**src/rtl/vwad_pkg.sv**
```systemverilog
// Shared types, constants and step table for the variable-width ADPCM decoder.
package vwad_pkg;

	localparam int PredW = 12;
	localparam int SidxW = 7;
	localparam int StepW = 14;
	localparam int MagW  = 15;
	localparam int PosW  = 4;

	localparam logic signed [PredW-1:0] PredMin   = -12'sd2048;
	localparam logic signed [PredW-1:0] PredMax   = 12'sd2047;
	localparam logic [SidxW-1:0]        SidxStart = 7'd40;
	localparam logic [SidxW-1:0]        SidxMax   = 7'd79;
	localparam logic [SidxW-1:0]        WideMinSidx = 7'd18;
	localparam logic [PosW-1:0]         WideMaxPos  = 4'd4;

	localparam logic signed [4:0] AdjDown = -5'sd1;
	localparam logic signed [4:0] AdjUp   = 5'sd2;

	localparam logic signed [4:0] AdjWide [16] = '{
		-5'sd1, -5'sd1, -5'sd1, -5'sd1, 5'sd2, 5'sd4, 5'sd6, 5'sd8,
		-5'sd1, -5'sd1, -5'sd1, -5'sd1, 5'sd2, 5'sd4, 5'sd6, 5'sd8
	};

	typedef struct packed {
		logic signed [PredW-1:0] pred;
		logic [SidxW-1:0]        sidx;
		logic                    wide;
	} vwad_step_res_t;

	function automatic logic [StepW-1:0] step_size(input logic [SidxW-1:0] idx);
		logic [StepW-1:0] s;
		case (idx)
			7'd0:  s = 14'd7;     7'd1:  s = 14'd8;     7'd2:  s = 14'd9;
			7'd3:  s = 14'd10;    7'd4:  s = 14'd11;    7'd5:  s = 14'd12;
			7'd6:  s = 14'd13;    7'd7:  s = 14'd14;    7'd8:  s = 14'd16;
			7'd9:  s = 14'd17;    7'd10: s = 14'd19;    7'd11: s = 14'd21;
			7'd12: s = 14'd23;    7'd13: s = 14'd25;    7'd14: s = 14'd28;
			7'd15: s = 14'd31;    7'd16: s = 14'd34;    7'd17: s = 14'd37;
			7'd18: s = 14'd41;    7'd19: s = 14'd45;    7'd20: s = 14'd50;
			7'd21: s = 14'd55;    7'd22: s = 14'd60;    7'd23: s = 14'd66;
			7'd24: s = 14'd73;    7'd25: s = 14'd80;    7'd26: s = 14'd88;
			7'd27: s = 14'd97;    7'd28: s = 14'd107;   7'd29: s = 14'd118;
			7'd30: s = 14'd130;   7'd31: s = 14'd143;   7'd32: s = 14'd157;
			7'd33: s = 14'd173;   7'd34: s = 14'd190;   7'd35: s = 14'd209;
			7'd36: s = 14'd230;   7'd37: s = 14'd253;   7'd38: s = 14'd279;
			7'd39: s = 14'd307;   7'd40: s = 14'd337;   7'd41: s = 14'd371;
			7'd42: s = 14'd408;   7'd43: s = 14'd449;   7'd44: s = 14'd494;
			7'd45: s = 14'd544;   7'd46: s = 14'd598;   7'd47: s = 14'd658;
			7'd48: s = 14'd724;   7'd49: s = 14'd796;   7'd50: s = 14'd876;
			7'd51: s = 14'd963;   7'd52: s = 14'd1060;  7'd53: s = 14'd1166;
			7'd54: s = 14'd1282;  7'd55: s = 14'd1411;  7'd56: s = 14'd1552;
			7'd57: s = 14'd1707;  7'd58: s = 14'd1878;  7'd59: s = 14'd2066;
			7'd60: s = 14'd2272;  7'd61: s = 14'd2499;  7'd62: s = 14'd2749;
			7'd63: s = 14'd3024;  7'd64: s = 14'd3327;  7'd65: s = 14'd3660;
			7'd66: s = 14'd4026;  7'd67: s = 14'd4428;  7'd68: s = 14'd4871;
			7'd69: s = 14'd5358;  7'd70: s = 14'd5894;  7'd71: s = 14'd6484;
			7'd72: s = 14'd7132;  7'd73: s = 14'd7845;  7'd74: s = 14'd8630;
			7'd75: s = 14'd9493;  7'd76: s = 14'd10442; 7'd77: s = 14'd11487;
			7'd78: s = 14'd12635; 7'd79: s = 14'd13899;
			default: s = 14'd13899;
		endcase
		return s;
	endfunction

endpackage

```
**src/rtl/vwad_if.sv**
```systemverilog
// Valid/ready channel interfaces for compressed bytes and decoded samples.
interface vwad_in_if;
	logic       valid;
	logic       ready;
	logic [7:0] code_byte;
	logic       first_byte;
	logic       last_byte;

	modport source(output valid, output code_byte, output first_byte, output last_byte,
		input ready);
	modport sink(input valid, input code_byte, input first_byte, input last_byte,
		output ready);
endinterface

interface vwad_out_if;
	logic               valid;
	logic               ready;
	logic signed [15:0] pcm_sample;
	logic               last_of_byte;
	logic               track_end;

	modport source(output valid, output pcm_sample, output last_of_byte, output track_end,
		input ready);
	modport sink(input valid, input pcm_sample, input last_of_byte, input track_end,
		output ready);
endinterface

```
**src/rtl/vwad_code_unit.sv**
```systemverilog
// Shared per-code unit: step lookup, difference, predictor and step index update.
module vwad_code_unit (
	input  logic signed [vwad_pkg::PredW-1:0] pred,
	input  logic [vwad_pkg::SidxW-1:0]        sidx,
	input  logic [3:0]                        bits,
	input  logic [vwad_pkg::PosW-1:0]         pos,
	output vwad_pkg::vwad_step_res_t          res
);

	logic [vwad_pkg::StepW-1:0] step;
	logic                       wide;
	logic                       neg;
	logic [vwad_pkg::MagW-1:0]  mag;
	logic signed [16:0]         sum;
	logic signed [4:0]          adj;
	logic signed [7:0]          sidx_sum;

	always_comb begin
		step = vwad_pkg::step_size(sidx);
		wide = (sidx >= vwad_pkg::WideMinSidx) && (pos <= vwad_pkg::WideMaxPos);
		mag  = {4'd0, step[13:3]};
		if (wide) begin
			if (bits[0]) mag = mag + {3'd0, step[13:2]};
			if (bits[1]) mag = mag + {2'd0, step[13:1]};
			if (bits[2]) mag = mag + {1'b0, step};
			neg = bits[3];
			adj = vwad_pkg::AdjWide[bits];
		end else begin
			if (bits[0]) mag = mag + {1'b0, step};
			neg = bits[1];
			adj = bits[0] ? vwad_pkg::AdjUp : vwad_pkg::AdjDown;
		end

		sum = neg ? ({{5{pred[11]}}, pred} - $signed({2'b00, mag}))
			: ({{5{pred[11]}}, pred} + $signed({2'b00, mag}));
		if (sum < $signed({{5{vwad_pkg::PredMin[11]}}, vwad_pkg::PredMin}))
			res.pred = vwad_pkg::PredMin;
		else if (sum > $signed({5'd0, vwad_pkg::PredMax}))
			res.pred = vwad_pkg::PredMax;
		else
			res.pred = sum[11:0];

		sidx_sum = $signed({1'b0, sidx}) + {{3{adj[4]}}, adj};
		if (sidx_sum < 8'sd0)
			res.sidx = '0;
		else if (sidx_sum > $signed({1'b0, vwad_pkg::SidxMax}))
			res.sidx = vwad_pkg::SidxMax;
		else
			res.sidx = sidx_sum[6:0];

		res.wide = wide;
	end

endmodule

```
**src/rtl/variable_width_adpcm_decoder_core.sv**
```systemverilog
// Top level: byte sequencer around the shared code unit, with a sample output register.
//
//   channel  dir  payload                                   transaction
//   codes    in   code_byte[8], first_byte, last_byte       one compressed byte
//   samples  out  pcm_sample[16], last_of_byte, track_end   one decoded sample
//
// One byte holds 2 to 4 codes, decoded one code per cycle through the code unit while
// samples does not stall; codes is not ready while a byte is being decoded.
// Reset gives predictor 0 and step index 40.
// A stalled samples transaction holds the decoder in place until it is taken.
module variable_width_adpcm_decoder_core (
	input  logic         clk,
	input  logic         arst_n,
	vwad_in_if.sink      codes,
	vwad_out_if.source   samples
);

	localparam logic ST_IDLE   = 1'b0;
	localparam logic ST_DECODE = 1'b1;

	logic                              state_q;
	logic signed [vwad_pkg::PredW-1:0] pred_q;
	logic [vwad_pkg::SidxW-1:0]        sidx_q;
	logic [7:0]                        bits_q;
	logic [vwad_pkg::PosW-1:0]         pos_q;
	logic                              last_q;
	logic                              out_valid_q;
	logic signed [15:0]                pcm_q;
	logic                              lob_q;
	logic                              te_q;

	vwad_pkg::vwad_step_res_t          res;
	logic                              step_go;
	logic [vwad_pkg::PosW-1:0]         pos_nxt;

	vwad_code_unit u_code (
		.pred (pred_q),
		.sidx (sidx_q),
		.bits (bits_q[3:0]),
		.pos  (pos_q),
		.res  (res)
	);

	assign codes.ready = (state_q == ST_IDLE);
	assign step_go     = (state_q == ST_DECODE) && (!out_valid_q || samples.ready);
	assign pos_nxt     = pos_q + (res.wide ? 4'd4 : 4'd2);

	assign samples.valid        = out_valid_q;
	assign samples.pcm_sample   = pcm_q;
	assign samples.last_of_byte = lob_q;
	assign samples.track_end    = te_q;

	always_ff @(posedge clk or negedge arst_n) begin
		if (!arst_n) begin
			state_q     <= ST_IDLE;
			pred_q      <= '0;
			sidx_q      <= vwad_pkg::SidxStart;
			pos_q       <= '0;
			out_valid_q <= 1'b0;
		end else begin
			if (codes.valid && codes.ready) begin
				if (codes.first_byte) begin
					pred_q <= '0;
					sidx_q <= vwad_pkg::SidxStart;
				end
				pos_q   <= '0;
				state_q <= ST_DECODE;
			end
			if (step_go) begin
				pred_q      <= res.pred;
				sidx_q      <= res.sidx;
				pos_q       <= pos_nxt;
				out_valid_q <= 1'b1;
				if (pos_nxt[3]) state_q <= ST_IDLE;
			end else if (out_valid_q && samples.ready) begin
				out_valid_q <= 1'b0;
			end
		end
	end

	always_ff @(posedge clk) begin
		if (codes.valid && codes.ready) begin
			bits_q <= codes.code_byte;
			last_q <= codes.last_byte;
		end
		if (step_go) begin
			bits_q <= res.wide ? {4'd0, bits_q[7:4]} : {2'd0, bits_q[7:2]};
			pcm_q  <= {res.pred, 4'd0};
			lob_q  <= pos_nxt[3];
			te_q   <= pos_nxt[3] && last_q;
		end
	end

endmodule
```
**src/flat_wrapper.sv**
```systemverilog
// flat-port wrapper written by rule: the top's interface ports become plain ports
module variable_width_adpcm_decoder_core_flat 
  (clk, arst_n, codes_valid, codes_code_byte, codes_first_byte, codes_last_byte, codes_ready, samples_valid, samples_pcm_sample, samples_last_of_byte, samples_track_end, samples_ready);
  vwad_in_if codes_i ();
  vwad_out_if samples_i ();
  input  logic clk;
  input  logic arst_n;
  input wire logic [$bits(codes_i.valid)-1:0] codes_valid;
  input wire logic [$bits(codes_i.code_byte)-1:0] codes_code_byte;
  input wire logic [$bits(codes_i.first_byte)-1:0] codes_first_byte;
  input wire logic [$bits(codes_i.last_byte)-1:0] codes_last_byte;
  output wire logic [$bits(codes_i.ready)-1:0] codes_ready;
  output wire logic [$bits(samples_i.valid)-1:0] samples_valid;
  output wire logic [$bits(samples_i.pcm_sample)-1:0] samples_pcm_sample;
  output wire logic [$bits(samples_i.last_of_byte)-1:0] samples_last_of_byte;
  output wire logic [$bits(samples_i.track_end)-1:0] samples_track_end;
  input wire logic [$bits(samples_i.ready)-1:0] samples_ready;
  assign codes_i.valid = codes_valid;
  assign codes_i.code_byte = codes_code_byte;
  assign codes_i.first_byte = codes_first_byte;
  assign codes_i.last_byte = codes_last_byte;
  assign codes_ready = codes_i.ready;
  assign samples_valid = samples_i.valid;
  assign samples_pcm_sample = samples_i.pcm_sample;
  assign samples_last_of_byte = samples_i.last_of_byte;
  assign samples_track_end = samples_i.track_end;
  assign samples_i.ready = samples_ready;
  variable_width_adpcm_decoder_core u_core (.clk(clk), .arst_n(arst_n), .codes(codes_i), .samples(samples_i));
endmodule
```
**config.mk**
```make
export PLATFORM = sky130hd
export DESIGN_NAME = variable_width_adpcm_decoder_core_flat
export DESIGN_NICKNAME = d
export VERILOG_FILES = /design/src/rtl/vwad_pkg.sv /design/src/rtl/vwad_if.sv /design/src/rtl/vwad_code_unit.sv /design/src/rtl/variable_width_adpcm_decoder_core.sv /design/src/flat_wrapper.sv
export SDC_FILE = /design/constraint.sdc
export NUM_CORES = 1
export LEC_CHECK = 0
export ABC_CLOCK_PERIOD_IN_PS = 10790
export BUFFER_PORTS_ARGS = -buffer_cell sky130_fd_sc_hd__buf_4
export CAP_MARGIN = 20
export CORE_MARGIN = 10
export CORE_UTILIZATION = 40
export DETAILED_ROUTE_END_ITERATION = 16
export PLACE_DENSITY = 0.6
export SLEW_MARGIN = 15
export SYNTH_ARGS = -nofsm -noshare
export SYNTH_HDL_FRONTEND = slang
export SYNTH_SLANG_ARGS = --single-unit
```
**constraint.sdc**
```tcl
create_clock -name clk -period 10.79 [get_ports clk]
set_input_delay 1.6185 -clock clk [delete_from_list [all_inputs] [get_ports clk]]
set_output_delay 1.6185 -clock clk [all_outputs]
set_load 0.03 [all_outputs]
```
## Word level (Yosys, flattened, before mapping)

Memory sizes are Yosys's and may differ from the RTL's.
Cells that the tools add are included.

- $add $sub $neg: 8
- Magnitude comparators: 7
- Multiplexer cells: 34
- Bitwise gates (word level): 2
- Reduce and logical (&&, ||, !) cells: 11

Operators with widths:

| operator | count |
|---|---|
| 15-bit 2-to-1 mux | 6 |
| 12-bit 2-to-1 mux | 5 |
| 7-bit 2-to-1 mux | 5 |
| 5-bit 2-to-1 mux | 4 |
| 12-bit by 16-bit adder with 17-bit output | 1 |
| 17-bit by 12-bit > comparator with 1-bit output, second input constant | 1 |
| 17-bit by 12-bit less-than comparator with 1-bit output, second input constant | 1 |
| 17-bit 2-to-1 mux | 1 |
| 12-bit by 16-bit subtractor with 17-bit output | 1 |
| 8-bit 2-to-1 mux | 2 |
| 11-bit by 14-bit adder with 15-bit output | 1 |
| 15-bit by 13-bit adder with 15-bit output | 1 |
| 15-bit by 14-bit adder with 15-bit output | 1 |
| 11-bit by 12-bit adder with 13-bit output | 1 |
| 13-bit 2-to-1 mux | 1 |
| 7-bit by 8-bit adder with 8-bit output | 1 |
| 8-bit > comparator, second input constant | 1 |
| 8-bit by 1-bit less-than comparator with 1-bit output, second input constant | 1 |
| 4-bit 2-to-1 mux | 2 |
| 7-bit by 5-bit greater-or-equal comparator with 1-bit output, second input constant | 1 |
| 1-bit 2-to-1 mux | 6 |
| 6-bit 2-to-1 mux | 1 |
| 2-bit nonzero test | 3 |
| 5-bit greater-or-equal comparator, second input constant | 1 |
| other kinds (9) | 13 |

- Flip-flop bits (word level): 48
- Bits in read-only memories: 1,872
- Output and inout bits: 20
- Word-level logic and storage cells: 74
- Memories kept: 2

Memories:

| name | words | width | read ports | clocked after Yosys merged registers in | write ports | RTL line | source |
|---|---|---|---|---|---|---|---|
| (name not given) | 128 | 14 | 1 | 0 | 0 | vwad_pkg.sv:33 | `case (idx)` |
| (name not given) | 16 | 5 | 1 | 0 | 0 | vwad_code_unit.sv:27 | `adj = vwad_pkg::AdjWide[bits];` |

## Depth between registers and ports, before layout

An unclocked memory read counts as a cell.

- Word-level depth: 16
- Depth in mapped cells: 49
- Depth with buffers taken out: 43

## Cells and area by module

From an unflattened synthesis, not the netlist that was laid out.

- Cells, all modules: 1,087
- Area, all modules: 8,293.0 um^2

By module, submodules not included:

| module | times used | cells an instance | area an instance (um^2) | sequential area each (um^2) |
|---|---|---|---|---|
| vwad_code_unit | 1 | 922 | 6,351.1 | 0.0 |
| variable_width_adpcm_decoder_core | 1 | 165 | 1,941.9 | 1,293.7 |

## Worst setup path after synthesis

No wires, ideal clock.

- Path kind: reg2reg
- Start: register u_core.sidx_q[3] (netlist bit)
- End: register u_core.pcm_q[10] (netlist: u_core.samples.pcm_sample[10]) (data pin)
- Setup time: 0.262 ns
- Arrival: 10.061 ns
- Data required time: 10.528 ns
- Path slack: 0.466 ns
- Cell stages (with the launch flop): 44
- Buffers on the path: 7
- Clock period less this slack: 10.324 ns
- Path through: dfstp_2 > buf_2 > buf_1 > clkbuf_1 > clkbuf_1 > buf_1 > mux2i_1 > nor2_1 > a311oi_1 > nor3_1 > a21oi_1 > o22ai_1 > ha_1 > fa_1 > a211oi_1 > nor2_1 > or3_1 > o21ai_0 > [... 8 more ...] > o21bai_1 > xor2_1 > a221oi_1 > nand3_1 > o21ai_0 > xor2_1 > ha_1 > clkbuf_1 > and3_1 > nand4_1 > a211oi_1 > o21ai_0 > nor3b_1 > or3_1 > or4_4 > buf_6 > nand3_1 > a21oi_1

RTL lines:

| item | RTL line | source |
|---|---|---|
| start, declared | variable_width_adpcm_decoder_core.sv:23 | `logic [vwad_pkg::SidxW-1:0] sidx_q;` |
| start signal, assigned | variable_width_adpcm_decoder_core.sv:57 | `sidx_q <= vwad_pkg::SidxStart;` |
| start signal, assigned | variable_width_adpcm_decoder_core.sv:64 | `sidx_q <= vwad_pkg::SidxStart;` |
| start signal, assigned | variable_width_adpcm_decoder_core.sv:71 | `sidx_q <= res.sidx;` |
| end signal, assigned | variable_width_adpcm_decoder_core.sv:88 | `pcm_q <= {res.pred, 4'd0};` |
| end, declared | variable_width_adpcm_decoder_core.sv:28 | `logic signed [15:0] pcm_q;` |

==> results.toml <==
[floorplanning]
fp-row-count = 53
core_area_um2 = 20900
fp.dieArea_um2 = 27300
die-width_um = 165
start_util = 0.403
die_y_um = 165
ios = 34

[sta]
period_minus_slack_ps = 10140
setup_viol = 0
worst_slew_pin_slew_ps = 959
fin_skew_ps = 4.87
hold_ws_ps = 507
clock.fmax_mhz = 98.6
slew_viol_final = 0
finalCritPeriodShare = 0.940
hold_viol_final = 0
max_slew_margin = 0.361
setup_tns_ps = 0

[finish]
nNetsFinal = 1234
antenna_cells = 0
layout-drive-gt1-share = 0.108
area_growth_pct = 9.41
nFillCells = 2169
fin_util = 0.441
instances_no_fill = 1401

[clocking]
htree_levels = 2
cts_buffers = 5
insertion_delay_ps = 290
cts_tree = "done"
cts.clk_slew.worst_paths_ps = 60
clockBufferDepth = 2
cts-root-buf = "clkbuf_16"
cts_hold_buf = 0
cts.sinks = 47

[yosys]
synth_ff_type = "edfxtp_1"
synth-async-reset-ratio = 0.511
yosysUniqueCellTypes = 86
syn-instance-count = 1114
synth_edf_count = 23
synth.cell_area_um2 = 8420
ys_ff_latch = 47
syn_avg_cell_area_um2 = 7.56
seq_area_frac_synth = 0.154
ys.warnings.count = 0

[routing]
wirelength_um = 27100
routedWlPerCell_um = 19.3
drt_iter0_markers = 585
avgViaCountPerCell = 6.21
postRouteAntennaNets = 0
drc_errors = 0
dr.pass1.iters = 5
vias = 8702

[grt]
grt_antenna_before_repair = 0
grt_pass1_vias = 8176
grt_max_degree = 41
grt.overflow.total = 0
grt_pass1_wl_um = 43300
grtUsageTotal = 0.194

[flow_run]
drv_cap = 0

[setup_path]
critical_path_class = "flip-flop to flip-flop"
ff2ff_setup_slack_ps = 650
startpoint_type = "flip-flop"
crit_arrival_ps = 10180
cp_common_cell = "ha_1"
cp_max_fo = 25
worstRegToRegCells = 38
end_kind = "flip-flop"
required_ps = 10830
slowest_stage = "dfstp_4"
slowest_delay_ps = 770

[outcome]
status = "finished clean"

[min_path]
hold_path_class = "flip-flop to flip-flop"
hold_depth = 2

[placed_design]
dp_hpwl_um = 21300
dpl.cell_count = 1392
gp_congestion = 0.995
io_buffers = 29
## cells in the mapped netlist (7+ instances only)
cell type | instances | area [µm²]
a31oi_1 | 19 | 119
nand3_1 | 28 | 140
edfxtp_1 | 23 | 691
o31ai_1 | 8 | 60.1
o21ai_0 | 85 | 425
xnor2_1 | 31 | 272
xor2_1 | 21 | 184
or3_1 | 13 | 81.3
a21o_1 | 31 | 233
nor2_1 | 94 | 353
a221oi_1 | 7 | 61.3
a2bb2oi_1 | 7 | 61.3
and2_1 | 7 | 43.8
dfrtp_1 | 22 | 551
or2_2 | 7 | 43.8
buf_1 | 7 | 26.3
nand4_1 | 7 | 43.8
o21bai_1 | 12 | 90.1
o21a_1 | 14 | 105
inv_1 | 44 | 165
mux2i_1 | 16 | 160
nor3_1 | 22 | 110
ha_1 | 89 | 1110
a211oi_1 | 37 | 278
buf_2 | 11 | 55.1
nor2b_1 | 24 | 150
o211ai_1 | 16 | 120
nand2b_1 | 23 | 144
nand2_1 | 104 | 390
and3_1 | 11 | 68.8
a21oi_1 | 89 | 445
clkbuf_1 | 32 | 120
## layout by cell type, fill, tap and decap left out, types with 11 or more instances in the layout
master,count
nand2_1,104
nor2_1,93
a21oi_1,88
ha_1,85
o21ai_0,82
buf_4,57
inv_1,41
a211oi_1,36
a21o_1,31
xnor2_1,31
nand3_1,27
nand2b_1,23
nor2b_1,23
edfxtp_1,23
nor3_1,22
dfrtp_1,22
xor2_1,21
a31oi_1,18
o211ai_1,16
mux2i_1,16
o21a_1,14
or3_1,13
and3_1,11
o21bai_1,11
## worst max-delay path: cells and delay by family (launching register included)
family | cells | cell delay (ps)
compound gates | 17 | 3620
xor+xnor | 1 | 140
fa+ha+maj | 4 | 1620
buf+inv | 3 | 680
flops | 1 | 770
mux | 1 | 200
simple gates | 12 | 2860
## cell families after synthesis
kind of cell / Yosys count / share of synthesized area
and+or+nand+nor: 372 / 0.217
xor gates and xnor gates: 52 / 0.0541
AOI/OAI and AO/OA: 416 / 0.336
buffers and inverters: 104 / 0.0511
muxes: 27 / 0.0418
DFF: 47 / 0.154
adders and majority gates: 95 / 0.147
other: 1 / 0.000445
## cell type report
cell class / instances / area, µm² / share of cell area
clock buffers: 7 / 133 / 0.0144
clock inverters: 1 / 30.0 / 0.00326
inverters: 48 / 188 / 0.0204
multi-input cells: 966 / 6790 / 0.737
flip-flops and latches: 47 / 1300 / 0.141
well taps: 275 / 344 / 0.0373
repair buffers: 57 / 428 / 0.0464
## stage by stage
stage	setup slack, ps	cell area, µm²
detailed placement	289	8950
CTS	216	9120
global placement	350	8950
finish	646	9210
floorplan	466	8430
global route	-27.3	9210
## worst paths after layout
kind	start	endpoint
max in group asynchronous	arst_n	u_core.sidx_q[5]
setup / recovery	u_core.sidx_q[3]	u_core.samples.pcm_sample[5]
hold reg to reg	u_core.pred_q[0]	u_core.pred_q[0]
setup reg to reg	u_core.sidx_q[3]	u_core.samples.pcm_sample[5]
min in group asynchronous	arst_n	u_core.pred_q[8]
hold / removal	u_core.pred_q[0]	u_core.pred_q[0]
## metal layers
layer  vias up  GRT usage  wire, µm  part of all wire
met5         -          0         0                 0
met4         0     0.0680       924             0.034
met3        57     0.0211      1270             0.047
met2       245      0.318     12700              0.47
met1      4162      0.259     12200              0.45
li1       4238          -         -                 -
## sequential cells by signal, summed over array words and instances (netlist names)
| signal | flops |
|---|---|
| u_core.pos_q | 3 |
| u_core.samples.track_end | 1 |
| u_core.pred_q | 12 |
| u_core.samples.valid | 1 |
| u_core.samples.last_of_byte | 1 |
| u_core.samples.pcm_sample | 12 |
| u_core.bits_q | 8 |
| u_core.state_q | 1 |
| u_core.last_q | 1 |
| u_core.sidx_q | 7 |
## what timing repair did
action | 4_1_cts | 5_1_grt
endpoints found under the setup margin | 0 | 24
gates resized for setup | 0 | 31
setup buffers | 0 | 1
Power is not shown: default switching activity piles up to over one toggle a cycle in this logic, so the estimate is an artifact.
